$ cat src/rtl/midi_input_event_parser_unit_defines.svh
// assertion macros for the midi input event parser unit
// depends on nothing; used by the top level, which provides clk and rst_n
`ifndef MIDI_INPUT_EVENT_PARSER_UNIT_DEFINES_SVH
`define MIDI_INPUT_EVENT_PARSER_UNIT_DEFINES_SVH

// same-cycle implication, checked outside reset
`define MIPU_ASSERT_NOW(label, ante, cons) \
  label: assert property (@(posedge clk) disable iff (!rst_n) (ante) |-> (cons)) \
    else $error("midi parser assertion failed");

// next-cycle implication, checked outside reset
`define MIPU_ASSERT_NEXT(label, ante, cons) \
  label: assert property (@(posedge clk) disable iff (!rst_n) (ante) |=> (cons)) \
    else $error("midi parser assertion failed");

`endif

$ cat src/rtl/mipu_pkg.sv
// shared types and constants of the midi input event parser unit
// no dependencies; used by every module of the unit
package mipu_pkg;

  // payload of one received item
  typedef struct packed {
    logic       mode;       // 0 midi byte, 1 timer tick
    logic [7:0] midi_byte;
  } in_item_t;

  typedef enum logic [2:0] {
    KIND_NOTE_OFF      = 3'd0,
    KIND_NOTE_ON       = 3'd1,
    KIND_ALL_OFF       = 3'd2,
    KIND_PROGRAM       = 3'd3,
    KIND_RESET         = 3'd4,
    KIND_SENSE_TIMEOUT = 3'd5
  } event_kind_t;

  // payload of one result event
  typedef struct packed {
    event_kind_t event_kind;
    logic [3:0]  channel;
    logic [6:0]  value;
  } out_item_t;

  // classified item kinds passed from front to back
  typedef enum logic [1:0] {
    OP_TICK   = 2'd0,
    OP_STATUS = 2'd1,
    OP_DATA   = 2'd2
  } cmd_op_t;

  typedef struct packed {
    cmd_op_t    op;
    logic [1:0] exp_cnt;  // data bytes expected after a status byte
    logic [7:0] data;
  } cmd_t;

  // queue status seen by the neighbors
  typedef struct packed {
    logic full;
    logic empty;
  } fifo_stat_t;

  localparam logic [1:0] IGNORE_DATA   = 2'd3;
  localparam logic [7:0] STATUS_SENSE  = 8'hFE;
  localparam logic [7:0] STATUS_RESET  = 8'hFF;
  localparam logic [6:0] CTRL_ALL_OFF  = 7'h7B;
  localparam logic [15:0] SENSE_TIMEOUT_RESET = 16'd300;

  localparam int CMD_AW    = 2;
  localparam int CMD_DEPTH = 1 << CMD_AW;
  localparam int EVT_AW    = 2;
  localparam int EVT_DEPTH = 1 << EVT_AW;

endpackage

$ cat src/rtl/mipu_front.sv
// front end: classifies received bytes and ticks into parser commands
// depends on mipu_pkg
module mipu_front (
  input  logic                 in_push,
  input  mipu_pkg::in_item_t   in_item,
  output logic                 in_full,
  input  mipu_pkg::fifo_stat_t cmd_stat,
  output logic                 cmd_push,
  output mipu_pkg::cmd_t       cmd
);

  function automatic logic [1:0] expected_for(input logic [7:0] s);
    logic [1:0] n;
    n = 2'd0;
    if (s[7:6] == 2'b10 || s[7:4] == 4'hE || s == 8'hF2) begin
      n = 2'd2;
    end else if (s == 8'hF0) begin
      n = mipu_pkg::IGNORE_DATA;
    end else if (s[7:5] == 3'b110 || s == 8'hF1 || s == 8'hF3) begin
      n = 2'd1;
    end
    return n;
  endfunction

  assign in_full  = cmd_stat.full;
  assign cmd_push = in_push && !cmd_stat.full;

  always_comb begin
    cmd.data    = in_item.midi_byte;
    cmd.exp_cnt = expected_for(in_item.midi_byte);
    if (in_item.mode) begin
      cmd.op = mipu_pkg::OP_TICK;
    end else if (in_item.midi_byte[7]) begin
      cmd.op = mipu_pkg::OP_STATUS;
    end else begin
      cmd.op = mipu_pkg::OP_DATA;
    end
  end

endmodule

$ cat src/rtl/mipu_cmd_fifo.sv
// small command queue between the front and the back of the parser
// depends on mipu_pkg
module mipu_cmd_fifo (
  input  logic                 clk,
  input  logic                 rst_n,
  input  logic                 push,
  input  mipu_pkg::cmd_t       wdata,
  input  logic                 pop,
  output mipu_pkg::cmd_t       rdata,
  output mipu_pkg::fifo_stat_t stat
);

  mipu_pkg::cmd_t                 mem_r [mipu_pkg::CMD_DEPTH];
  logic [mipu_pkg::CMD_AW-1:0]    wr_ptr_r, wr_ptr_nxt;
  logic [mipu_pkg::CMD_AW-1:0]    rd_ptr_r, rd_ptr_nxt;
  logic [mipu_pkg::CMD_AW:0]      count_r, count_nxt;
  logic                           push_ok, pop_ok;

  assign stat.full  = (count_r == (mipu_pkg::CMD_AW+1)'(mipu_pkg::CMD_DEPTH));
  assign stat.empty = (count_r == '0);
  assign push_ok    = push && !stat.full;
  assign pop_ok     = pop && !stat.empty;
  assign rdata      = mem_r[rd_ptr_r];

  always_comb begin
    wr_ptr_nxt = push_ok ? wr_ptr_r + 1'b1 : wr_ptr_r;
    rd_ptr_nxt = pop_ok ? rd_ptr_r + 1'b1 : rd_ptr_r;
    count_nxt  = count_r;
    if (push_ok && !pop_ok) begin
      count_nxt = count_r + 1'b1;
    end else if (pop_ok && !push_ok) begin
      count_nxt = count_r - 1'b1;
    end
  end

  always_ff @(posedge clk) begin
    if (push_ok) begin
      mem_r[wr_ptr_r] <= wdata;
    end
  end

  always_ff @(posedge clk) begin
    if (!rst_n) begin
      wr_ptr_r <= '0;
      rd_ptr_r <= '0;
      count_r  <= '0;
    end else begin
      wr_ptr_r <= wr_ptr_nxt;
      rd_ptr_r <= rd_ptr_nxt;
      count_r  <= count_nxt;
    end
  end

endmodule

$ cat src/rtl/mipu_back.sv
// back end: running status parser and active sensing watchdog
// depends on mipu_pkg; consumes commands, produces events
module mipu_back (
  input  logic                 clk,
  input  logic                 rst_n,
  input  mipu_pkg::cmd_t       cmd,
  input  mipu_pkg::fifo_stat_t cmd_stat,
  output logic                 cmd_pop,
  input  mipu_pkg::fifo_stat_t evt_stat,
  output logic                 evt_push,
  output mipu_pkg::out_item_t  evt,
  input  logic                 cfg_we,
  input  logic [15:0]          cfg_data
);

  localparam logic [3:0] NIB_NOTE_OFF = 4'h8;
  localparam logic [3:0] NIB_NOTE_ON  = 4'h9;
  localparam logic [3:0] NIB_CONTROL  = 4'hB;
  localparam logic [3:0] NIB_PROGRAM  = 4'hC;
  localparam logic [3:0] NIB_SYSTEM   = 4'hF;

  logic [15:0] sense_timeout_r;
  logic [7:0]  running_status_r, running_status_nxt;
  logic [6:0]  first_data_r, first_data_nxt;
  logic [1:0]  data_count_r, data_count_nxt;
  logic [1:0]  expected_count_r, expected_count_nxt;
  logic        sensing_armed_r, sensing_armed_nxt;
  logic [15:0] sense_timer_r, sense_timer_nxt;
  logic        go, emit;
  logic [15:0] timer_inc;
  logic [1:0]  count_inc;
  logic [6:0]  first_eff;

  assign go       = !cmd_stat.empty && !evt_stat.full;
  assign cmd_pop  = go;
  assign evt_push = go && emit;

  always_comb begin
    running_status_nxt = running_status_r;
    first_data_nxt     = first_data_r;
    data_count_nxt     = data_count_r;
    expected_count_nxt = expected_count_r;
    sensing_armed_nxt  = sensing_armed_r;
    sense_timer_nxt    = sense_timer_r;
    emit               = 1'b0;
    evt.event_kind     = mipu_pkg::KIND_NOTE_OFF;
    evt.channel        = 4'd0;
    evt.value          = 7'd0;
    timer_inc = (sense_timer_r == 16'hFFFF) ? sense_timer_r : sense_timer_r + 16'd1;
    count_inc = (data_count_r < 2'd2) ? data_count_r + 2'd1 : data_count_r;
    first_eff = (data_count_r == 2'd0) ? cmd.data[6:0] : first_data_r;

    if (go) begin
      case (cmd.op)
        mipu_pkg::OP_TICK: begin
          if (sensing_armed_r) begin
            sense_timer_nxt = timer_inc;
            if (timer_inc >= sense_timeout_r) begin
              sensing_armed_nxt = 1'b0;
              emit              = 1'b1;
              evt.event_kind    = mipu_pkg::KIND_SENSE_TIMEOUT;
            end
          end
        end
        mipu_pkg::OP_STATUS: begin
          running_status_nxt = cmd.data;
          data_count_nxt     = 2'd0;
          expected_count_nxt = cmd.exp_cnt;
          if (cmd.data == mipu_pkg::STATUS_SENSE) begin
            sensing_armed_nxt = 1'b1;
            sense_timer_nxt   = 16'd0;
          end else if (cmd.data == mipu_pkg::STATUS_RESET) begin
            emit           = 1'b1;
            evt.event_kind = mipu_pkg::KIND_RESET;
          end
        end
        mipu_pkg::OP_DATA: begin
          first_data_nxt = first_eff;
          data_count_nxt = count_inc;
          if (expected_count_r != mipu_pkg::IGNORE_DATA && count_inc >= expected_count_r) begin
            data_count_nxt = 2'd0;
            evt.channel    = running_status_r[3:0];
            // only channel voice messages produce events
            if (running_status_r[7] && running_status_r[7:4] != NIB_SYSTEM) begin
              case (running_status_r[7:4])
                NIB_NOTE_OFF: begin
                  emit           = 1'b1;
                  evt.event_kind = mipu_pkg::KIND_NOTE_OFF;
                  evt.value      = first_eff;
                end
                NIB_NOTE_ON: begin
                  emit           = 1'b1;
                  evt.event_kind = (cmd.data[6:0] == 7'd0) ? mipu_pkg::KIND_NOTE_OFF
                                                           : mipu_pkg::KIND_NOTE_ON;
                  evt.value      = first_eff;
                end
                NIB_CONTROL: begin
                  if (first_eff == mipu_pkg::CTRL_ALL_OFF) begin
                    emit           = 1'b1;
                    evt.event_kind = mipu_pkg::KIND_ALL_OFF;
                  end
                end
                NIB_PROGRAM: begin
                  emit           = 1'b1;
                  evt.event_kind = mipu_pkg::KIND_PROGRAM;
                  evt.value      = first_eff;
                end
                default: begin
                  emit = 1'b0;
                end
              endcase
            end
          end
        end
        default: begin
          emit = 1'b0;
        end
      endcase
    end
  end

  always_ff @(posedge clk) begin
    if (!rst_n) begin
      sense_timeout_r  <= mipu_pkg::SENSE_TIMEOUT_RESET;
      running_status_r <= 8'd0;
      first_data_r     <= 7'd0;
      data_count_r     <= 2'd0;
      expected_count_r <= mipu_pkg::IGNORE_DATA;
      sensing_armed_r  <= 1'b0;
      sense_timer_r    <= 16'd0;
    end else begin
      if (cfg_we) begin
        sense_timeout_r <= cfg_data;
      end
      running_status_r <= running_status_nxt;
      first_data_r     <= first_data_nxt;
      data_count_r     <= data_count_nxt;
      expected_count_r <= expected_count_nxt;
      sensing_armed_r  <= sensing_armed_nxt;
      sense_timer_r    <= sense_timer_nxt;
    end
  end

endmodule

$ cat src/rtl/mipu_evt_fifo.sv
// result queue holding events until the consumer pops them
// depends on mipu_pkg
module mipu_evt_fifo (
  input  logic                 clk,
  input  logic                 rst_n,
  input  logic                 push,
  input  mipu_pkg::out_item_t  wdata,
  input  logic                 pop,
  output mipu_pkg::out_item_t  rdata,
  output mipu_pkg::fifo_stat_t stat
);

  mipu_pkg::out_item_t            mem_r [mipu_pkg::EVT_DEPTH];
  logic [mipu_pkg::EVT_AW-1:0]    wr_ptr_r, wr_ptr_nxt;
  logic [mipu_pkg::EVT_AW-1:0]    rd_ptr_r, rd_ptr_nxt;
  logic [mipu_pkg::EVT_AW:0]      count_r, count_nxt;
  logic                           push_ok, pop_ok;

  assign stat.full  = (count_r == (mipu_pkg::EVT_AW+1)'(mipu_pkg::EVT_DEPTH));
  assign stat.empty = (count_r == '0);
  assign push_ok    = push && !stat.full;
  assign pop_ok     = pop && !stat.empty;
  assign rdata      = mem_r[rd_ptr_r];

  always_comb begin
    wr_ptr_nxt = push_ok ? wr_ptr_r + 1'b1 : wr_ptr_r;
    rd_ptr_nxt = pop_ok ? rd_ptr_r + 1'b1 : rd_ptr_r;
    count_nxt  = count_r;
    if (push_ok && !pop_ok) begin
      count_nxt = count_r + 1'b1;
    end else if (pop_ok && !push_ok) begin
      count_nxt = count_r - 1'b1;
    end
  end

  always_ff @(posedge clk) begin
    if (push_ok) begin
      mem_r[wr_ptr_r] <= wdata;
    end
  end

  always_ff @(posedge clk) begin
    if (!rst_n) begin
      wr_ptr_r <= '0;
      rd_ptr_r <= '0;
      count_r  <= '0;
    end else begin
      wr_ptr_r <= wr_ptr_nxt;
      rd_ptr_r <= rd_ptr_nxt;
      count_r  <= count_nxt;
    end
  end

endmodule

$ cat src/rtl/midi_input_event_parser_unit.sv
// top level of the midi input event parser unit
// depends on mipu_pkg, mipu_front, mipu_cmd_fifo, mipu_back, mipu_evt_fifo
// and the assertion macros in midi_input_event_parser_unit_defines.svh
//
//  channel   direction  handshake           payload
//  in_*      in         in_push / in_full   in_item  (mode, midi_byte)
//  out_*     out        out_pop / out_empty out_item (event_kind, channel, value)
//  cfg_*     in         cfg_valid/cfg_ready cfg_data (sense_timeout_ticks)
//
// one item per clock sustained while the command queue has room; an item taken
// is written into the command queue, the back end parses it at the head of that
// queue when the event queue has room and writes its event into the event queue,
// from which it can be popped
// the back end handles one command per cycle while the event queue has room, with combinational parser logic
// synchronous active-low reset empties both queues, clears the parser state
// and loads a sense timeout of 300 ticks
// out_pop held low fills the 4-entry event queue, then the 4-entry command
// queue, and in_full rises; cfg_ready is high while the command queue is empty

`include "midi_input_event_parser_unit_defines.svh"

module midi_input_event_parser_unit (
  input  logic                clk,
  input  logic                rst_n,
  // input queue side
  input  logic                in_push,
  input  mipu_pkg::in_item_t  in_item,
  output logic                in_full,
  // result queue side
  output logic                out_empty,
  input  logic                out_pop,
  output mipu_pkg::out_item_t out_item,
  // configuration write channel
  input  logic                cfg_valid,
  output logic                cfg_ready,
  input  logic [15:0]         cfg_data
);

  mipu_pkg::cmd_t       front_cmd;
  mipu_pkg::cmd_t       head_cmd;
  mipu_pkg::fifo_stat_t cmd_stat;
  mipu_pkg::fifo_stat_t evt_stat;
  mipu_pkg::out_item_t  back_evt;
  logic                 cmd_push;
  logic                 cmd_pop;
  logic                 evt_push;
  logic                 cfg_we;

  // register writes wait until every queued command has been parsed
  assign cfg_ready = cmd_stat.empty;
  assign cfg_we    = cfg_valid && cfg_ready;
  assign out_empty = evt_stat.empty;

  // classify bytes and ticks
  mipu_front u_front (
    .in_push  (in_push),
    .in_item  (in_item),
    .in_full  (in_full),
    .cmd_stat (cmd_stat),
    .cmd_push (cmd_push),
    .cmd      (front_cmd)
  );

  // decouples the front from back-end stalls
  mipu_cmd_fifo u_cmd_fifo (
    .clk   (clk),
    .rst_n (rst_n),
    .push  (cmd_push),
    .wdata (front_cmd),
    .pop   (cmd_pop),
    .rdata (head_cmd),
    .stat  (cmd_stat)
  );

  // running status parser and watchdog
  mipu_back u_back (
    .clk      (clk),
    .rst_n    (rst_n),
    .cmd      (head_cmd),
    .cmd_stat (cmd_stat),
    .cmd_pop  (cmd_pop),
    .evt_stat (evt_stat),
    .evt_push (evt_push),
    .evt      (back_evt),
    .cfg_we   (cfg_we),
    .cfg_data (cfg_data)
  );

  // events wait here for the consumer
  mipu_evt_fifo u_evt_fifo (
    .clk   (clk),
    .rst_n (rst_n),
    .push  (evt_push),
    .wdata (back_evt),
    .pop   (out_pop),
    .rdata (out_item),
    .stat  (evt_stat)
  );

  // the back end never produces an event the result queue cannot hold
  `MIPU_ASSERT_NOW(a_evt_no_overflow, evt_push, !evt_stat.full)
  // a command is consumed only when it exists and there is room for its event
  `MIPU_ASSERT_NOW(a_pop_has_room, cmd_pop, !cmd_stat.empty && !evt_stat.full)
  // an accepted item is held in the command queue on the next cycle
  `MIPU_ASSERT_NEXT(a_accept_queued, in_push && !in_full, !cmd_stat.empty)

endmodule

$ cat config.mk
export PLATFORM = sky130hd
export DESIGN_NAME = midi_input_event_parser_unit
export DESIGN_NICKNAME = d
export VERILOG_FILES = /design/src/rtl/mipu_pkg.sv /design/src/rtl/mipu_front.sv /design/src/rtl/mipu_cmd_fifo.sv /design/src/rtl/mipu_back.sv /design/src/rtl/mipu_evt_fifo.sv /design/src/rtl/midi_input_event_parser_unit.sv
export VERILOG_INCLUDE_DIRS = /design/src /design/src/rtl
export SDC_FILE = /design/constraint.sdc
export NUM_CORES = 1
export LEC_CHECK = 0
export ABC_AREA = 1
export BUFFER_PORTS_ARGS = -buffer_cell sky130_fd_sc_hd__buf_4
export CAP_MARGIN = 30
export CELL_PAD_IN_SITES_DETAIL_PLACEMENT = 0
export CELL_PAD_IN_SITES_GLOBAL_PLACEMENT = 2
export CORE_ASPECT_RATIO = 1.5
export CORE_MARGIN = 2
export CORE_UTILIZATION = 28
export CTS_BUF_LIST = sky130_fd_sc_hd__clkbuf_8
export DETAILED_ROUTE_END_ITERATION = 8
export GPL_TIMING_DRIVEN = 0
export PLACE_DENSITY = 0.66
export SKIP_LAST_GASP = 1
export SLEW_MARGIN = 20
export SYNTH_ARGS = -nofsm -noshare
export SYNTH_HDL_FRONTEND = slang
export SYNTH_SLANG_ARGS = --single-unit
export TNS_END_PERCENT = 30
$ cat constraint.sdc
create_clock -name clk -period 4.4 [get_ports clk]
set_input_delay 0.66 -clock clk [delete_from_list [all_inputs] [get_ports clk]]
set_output_delay 0.66 -clock clk [all_outputs]
set_load 0.05 [all_outputs]
After elaboration in Yosys (flattened, before gate mapping)
Memory sizes are Yosys's and may differ from the RTL's. A register that Yosys moved wholly into a read port is not among the register bits.
Cells that the tools add are included.
{"block": "word_totals", "reg_bits": 66, "out_inout_bits": 17, "elab_cells": 145, "mem_bits_rw": 104, "memories": 2}
{"name": "u_evt_fifo.mem_r", "words": 4, "word_bits": 14, "read_ports": 1, "rd_clocked_by_memory_dff": 1, "wr": 1, "line_no": "mipu_evt_fifo.sv:13", "source": "mipu_pkg::out_item_t mem_r [mipu_pkg::EVT_DEPTH];"}
{"name": "u_cmd_fifo.mem_r", "words": 4, "word_bits": 12, "read_ports": 1, "rd_clocked_by_memory_dff": 1, "wr": 1, "line_no": "mipu_cmd_fifo.sv:13", "source": "mipu_pkg::cmd_t mem_r [mipu_pkg::CMD_DEPTH];"}
{"block": "op_classes", "reduce_logical": 41, "mux": 53, "magnitude_cmp": 3, "n_eq_ne": 23, "n_addsub": 10}
{"cell": "$eq A8 B8 Y1 const B", "n": 6}
{"cell": "$mux W16", "n": 3}
{"cell": "$pmux W16 S2", "n": 1}
{"cell": "$mux W14", "n": 2}
{"cell": "$mux W3", "n": 9}
{"cell": "$mux W2", "n": 11}
{"cell": "$mux W7", "n": 3}
{"cell": "$eq A4 B4 Y1 const B", "n": 5}
{"cell": "$pmux W3 S3", "n": 2}
{"cell": "$mux W1", "n": 17}
{"cell": "$add A16 B1 Y16 const B", "n": 1}
{"cell": "$eq A16 B16 Y1 const B", "n": 1}
{"cell": "$ge A16 B16 Y1", "n": 1}
{"cell": "$logic_and A1 B1 Y1", "n": 14}
{"cell": "$mux W11", "n": 1}
{"cell": "$add A2 B1 Y2 const B", "n": 5}
{"cell": "$eq A3 B3 Y1 const B", "n": 3}
{"cell": "$logic_not A1 Y1", "n": 8}
{"cell": "$reduce_bool A2 Y1", "n": 4}
{"cell": "$eq A7 B7 Y1 const B", "n": 1}
{"cell": "$logic_not A7 Y1", "n": 1}
{"cell": "$add A3 B1 Y3 const B", "n": 2}
{"cell": "$logic_not A3 Y1", "n": 2}
{"cell": "$reduce_and A2 Y1", "n": 3}
{"cell": "16 further kinds", "n": 24}

Longest topological paths before layout
{"block": "logic_depth", "depth_word": 15, "mapped_depth": 30, "mapped_depth_nobuf": 30}

Cells and area by module
A second synthesis with hierarchy kept.
{"block": "unflattened", "cells_unflattened": 901, "hier_area_um2": 8359.3}
{"module": "mipu_back", "cells_each": 473, "n_inst": 1, "seq_area_each_um2": 1041.0, "area_per_inst_um2": 3196.8}
{"module": "mipu_evt_fifo", "cells_each": 205, "n_inst": 1, "seq_area_each_um2": 1861.8, "area_per_inst_um2": 2686.3}
{"module": "mipu_cmd_fifo", "cells_each": 186, "n_inst": 1, "seq_area_each_um2": 1621.6, "area_per_inst_um2": 2282.2}
{"module": "mipu_front", "cells_each": 35, "n_inst": 1, "seq_area_each_um2": 0.0, "area_per_inst_um2": 186.4}
{"module": "midi_input_event_parser_unit", "cells_each": 2, "n_inst": 1, "seq_area_each_um2": 0.0, "area_per_inst_um2": 7.5}

Worst setup path after synthesis
OpenSTA, ideal clock, no wires.
{"block": "synth_path", "kind": "reg2reg", "from": "register u_back.sense_timer_r[0]", "to": "register u_evt_fifo.count_r[2] (netlist bit)", "slack_ns": 1.018, "setup_time_ns": 0.122, "n_path_buf": 0, "stages_incl_launch_ff": 23, "required_ns": 4.278, "arrival_ns": 3.260, "path_cell_list": "dfxtp_1 > ha_1 > nand2_2 > nor3b_4 > nand4_1 > xor2_1 > nand2_4 > ha_1 > nand2_1 > nor3_1 > nand3_1 > nand3_1 > nand2_1 > nand2_1 > nand2_2 > nand2_2 > ha_1 > inv_1 > fa_1 > a21oi_1 > o21ai_0 > o21ai_0 > a21oi_1"}
{"block": "synth_via", "elab_chain_len": 12, "word_cells_on_any_way": 15, "classes_between": "1 x add/sub; 1 x order compare; 1 x eq/ne; 6 x mux; 6 x reduce/logical"}
{"item": "from (decl)", "line_no": "mipu_back.sv:28", "source": "logic [15:0] sense_timer_r, sense_timer_nxt;"}
{"item": "from (signal assigned)", "line_no": "mipu_back.sv:140", "source": "sense_timer_r <= sense_timer_nxt;"}
{"item": "$add A16 B1 Y16 or $eq A16 B16 Y1 (tied branches)", "line_no": "mipu_back.sv:49", "source": "timer_inc = (sense_timer_r == 16'hFFFF) ? sense_timer_r : sense_timer_r + 16'd1;"}
{"item": "$mux W16 *", "line_no": "mipu_back.sv:49"}
{"item": "$ge A16 B16 Y1 *", "line_no": "mipu_back.sv:58", "source": "if (timer_inc >= sense_timeout_r) begin"}
{"item": "$mux W1 *", "line_no": "mipu_back.sv:58"}
{"item": "$mux W1 *", "line_no": "mipu_back.sv:56", "source": "if (sensing_armed_r) begin"}
{"item": "$pmux W1 S3 *", "line_no": "mipu_back.sv:54", "source": "case (cmd.op)"}
{"item": "$mux W1 *", "line_no": "mipu_back.sv:53", "source": "if (go) begin"}
{"item": "$logic_and A1 B1 Y1 *", "line_no": "mipu_back.sv:36", "source": "assign evt_push = go && emit;"}
{"item": "$logic_and A1 B1 Y1 *", "line_no": "mipu_evt_fifo.sv:21", "source": "assign push_ok = push && !stat.full;"}
{"item": "via u_evt_fifo.push_ok", "line_no": "mipu_evt_fifo.sv:17", "source": "logic push_ok, pop_ok;"}
{"item": "$logic_not A1 Y1", "line_no": "mipu_evt_fifo.sv:31", "source": "end else if (pop_ok && !push_ok) begin"}
{"item": "$logic_and A1 B1 Y1", "line_no": "mipu_evt_fifo.sv:31"}
{"item": "$reduce_bool A2 Y1 (no source line)"}
{"item": "to (signal assigned)", "line_no": "mipu_evt_fifo.sv:50", "source": "count_r <= count_nxt;"}
{"item": "to (decl)", "line_no": "mipu_evt_fifo.sv:16", "source": "logic [mipu_pkg::EVT_AW:0] count_r, count_nxt;"}
The timed path passes the listed nets; every way through them passes the cells marked *.
A chain may end at the register's enable or synchronous reset.

Worst setup path in the final report
Ends and elaborated chain as after synthesis.

==> impl_metrics.ini <==
[sta]
worstMarginPinSlew_ps = 765
relSlewSlack_pct = 48.9
tns_ps = 0
finalClockSkew_ps = 16.1
final-hold-violation-count = 0
rsz0062_at_grt = no
slew_violations = 0
setup_violations = 0
fmax_mhz = 254
period_share_pct = 89.5
layout_min_cycle_time_ps = 3940

[clock_tree]
cts_tree = built
path_clk_slew_ps = 90
cts_hold_buf = 0
cts.path.max_buffers = 2
insertion_delay_ps = 490
htreeDepth = 4
cts-root-buf = clkbuf_8
postCtsSetupRepairBufs = 0
clock-sinks = 174
numCtsBuffers = 17

[worst_setup_path]
crit_chain = ha_1, nand2_2, nor3b_4, nand4_1, xor2_1, nand2_4, ha_1, nand2_1, nor3_2, nand3_1, nand3_1, nand2_1, nand2_1, nand2_2, nand2_2, ha_1, inv_1, fa_1, a21oi_1, o21ai_0, o21ai_0, a21oi_1
reg2regPathDepth = 22
critPathMaxStageDelay_ps = 380
r2r-end = u_evt_fifo.count_r[2]$_SDFFE_PN0P_
r2r-start = u_back.sense_timer_r[0]$_SDFFE_PN0P_
r2r_slack_ps = 460
crit_start = u_back.sense_timer_r[0]$_SDFFE_PN0P_
path_delay_family = simple AND/OR/NAND/NOR gates
startpoint_type = flip-flop
worstPathRequired_ps = 4780
crit_arrival_ps = 4320
endpoint_kind = flip-flop
criticalPathCategory = reg -> reg
cp_slowest_cell = dfxtp_2
cp_max_fo = 6
timing.critical_path.buf_inv = 1

[cells_and_area]
drive_above_1_share_pct = 15.5
postLayoutCellArea_sq_um = 9480
diodes = 0
syn2layout_area_growth_pct = 15.2
multi_input_area_sq_um = 3130
final-seq-area_sq_um = 4530
nNetsFinal = 1019
fillCellCount = 3014

[floorplanning]
row_count = 76
die_area_sq_um = 30800
num_io_pins = 47
die_h_um = 214
start_util_pct = 28.6
chipWidth_um = 144
core_area_sq_um = 28800

[global_routing]
grt_max_degree = 17
grt_pass1_vias = 5972
antenna_found_initial = 0
grt_pass1_wl_um = 32100
grt_overflow_total = 0
track_usage_pct = 13.9

[route]
wire_per_inst_um = 15.0
totalWireLength_um = 20300
drc = 0
first_pass_iters = 4
viasPerCell = 4.36
drtAntennaViolNets = 0
via_count = 5910
drt_iter0_markers = 253

[hold_path]
hold_depth = 1
hp-start = in_item[2]
hold_path_class = in -> reg
hold-path-endpoint = u_cmd_fifo.mem_r[3][2]$_DFFE_PP_

[synthesis]
synthArstFlopShare_pct = 0
ys_warn_count = 0
synth_simple_gate_area_share_pct = 19.2
synth_compound_area_share_pct = 11.7
synth_area_sq_um = 8230
synth_xor_area_share_pct = 1.06
ys.flop_type = edfxtp_1
synthAdderAreaFrac_pct = 5.81
yosysTopAreaCell = edfxtp_1
synth_edf_count = 104
seq_area_frac_synth_pct = 55.0
netlist.area_leader.share_pct = 38.0
synth_area_leaders = edfxtp_1 (38%), dfxtp_1 (17%), nand2_1 (7.3%)
syn_avg_cell_area_sq_um = 9.31
syn_inst = 884
ys_types = 41
ys_seq_elements = 174
synth_fp_nets = 951
yosys-mux-area-fraction_pct = 0
synth_top_family_by_area = simple AND/OR/NAND/NOR gates

[placement]
gp_congestion = 0.745
dp_hpwl_um = 15200
port_buffers = 45
placement.cell_area_sq_um = 9130

[power_and_ir_drop]
powerDensity_nw_per_um2 = 507
vdd_ir_drop_max_uv = 228
leakage_nw = 3.65

[status]
status = finished, final reports clean

[job]
maxCapViolations = 0
-- how the worst max path moves through the flow --
stage          cells past startpoint  slack [ps]                                  to
6_report                          22         460  u_evt_fifo.count_r[2]$_SDFFE_PN0P_
3_3_place_gp                      17        -250    u_evt_fifo.mem_r[0][1]$_DFFE_PP_
4_1_cts                           22         230  u_evt_fifo.count_r[2]$_SDFFE_PN0P_
3_5_place_dp                      22         260  u_evt_fifo.count_r[2]$_SDFFE_PN0P_
5_1_grt                           28          50  u_evt_fifo.count_r[2]$_SDFFE_PN0P_
2_1_floorplan                     22        1020  u_evt_fifo.count_r[2]$_SDFFE_PN0P_
-- kinds of logic after synthesis --
kind of cell | Yosys count
buffers and inverters | 141
xor gates and xnor gates | 10
DFF | 174
and+or+nand+nor | 348
AOI/OAI and AO/OA | 174
adders and majority gates | 37
-- synthesized netlist by cell type, types with 5 or more instances --
cell      number
a21oi_1       59
a21oi_2        8
buf_4          5
clkbuf_1      17
dfxtp_1       70
edfxtp_1     104
ha_1          35
inv_1        105
nand2_1      161
nand2_2       15
nand2_4       11
nand3_1       37
nand4_1       10
nor2_1        95
nor3_1         6
o211ai_1      11
o21ai_0       74
o22ai_1       15
xnor2_1        5
xor2_1         5
-- area by class of cell --
class                           count  share of cell area [%]
Multi-Input combinational cell    569                    33.0
Clock buffer                       17                    2.47
Timing Repair Buffer               49                    4.12
Clock inverter                     15                    1.20
Inverter                          112                    4.49
Sequential cell                   174                    47.7
Buffer                             29                    1.79
Tap cell                          390                    5.15
-- worst reg2reg max path, delay by kind of cell (launching register included) --
family,cells,cell delay (ps)
buf+inv,1,60
xor+xnor,1,260
compound gates,4,460
simple gates,12,1660
fa+ha+maj,4,990
flops,1,380
-- metrics by stage --
stage | utilization [%] | std cells | power [mW] | hold WS [ps] | setup slack, ps
final | 32.9 | 1355 | 4.81 | 375 | 461
after global routing | 32.9 | 1355 | 5.17 | 342 | 49.4
after CTS | 32.9 | 1355 | 4.90 | 338 | 233
after detailed placement | 31.7 | 1323 | 3.85 | 457 | 265
after global placement | 31.4 | 1319 | 3.85 | 451 | -252
after floorplan | - | 884 | 3.28 | 427 | 1020
-- flip-flops by register name, summed over array words and instances (netlist names), named ones only --
name	count
u_evt_fifo.wr_ptr_r	2
u_cmd_fifo.count_r	3
u_evt_fifo.mem_r	56
u_back.expected_count_r	2
u_evt_fifo.count_r	3
u_back.first_data_r	7
u_back.data_count_r	2
u_cmd_fifo.wr_ptr_r	2
u_cmd_fifo.rd_ptr_r	2
u_back.running_status_r	8
u_back.sense_timer_r	16
u_back.sense_timeout_r	16
u_cmd_fifo.mem_r	48
u_evt_fifo.rd_ptr_r	2
u_back.sensing_armed_r	1
-- per-layer routing --
metal	up-vias	GRT usage, %	share of wire, %
li1	3090	-	-
met3	22	2.44	2.7
met2	83	26.1	54
met5	-	0	0
met4	0	5.33	2.0
met1	2715	15.3	41
-- cells in the final DEF (no fill, tap or decap), types with 2 or more instances in the layout --
cell type and instances:
xnor2_1 5, clkinv_1 4, nor2_2 10, buf_6 5
edfxtp_1 104, nor4_1 2, buf_4 50, inv_4 2
a21oi_2 8, nor2_1 87, nand2_2 15, o21a_1 2
fa_1 2, buf_8 2, inv_2 3, or2_2 3
dfxtp_1 68, a32oi_1 2, dfxtp_2 2, o22ai_1 15
nand4_1 10, clkinv_4 4, inv_1 106, nand3_1 37
inv_6 5, a21oi_1 59, nor3_1 5, clkbuf_8 17
nand2_1 161, clkbuf_1 17, xor2_1 5, o211ai_1 11
ha_1 35, nand2_4 11, buf_2 3, o21ai_0 74
-- repair_timing --
item / 4_1_cts / 5_1_grt
setup endpoints to repair: 0 / 1
gates resized for setup: 0 / 3
endpoints found under the hold margin: 0 / 0
-- where the power goes --
group          internal [mW]  switching [mW]
clock network          0.398           0.639
registers               1.93           0.102
logic                  0.515            1.22
total                   2.85            1.96
(Power assumes the default switching activity.)
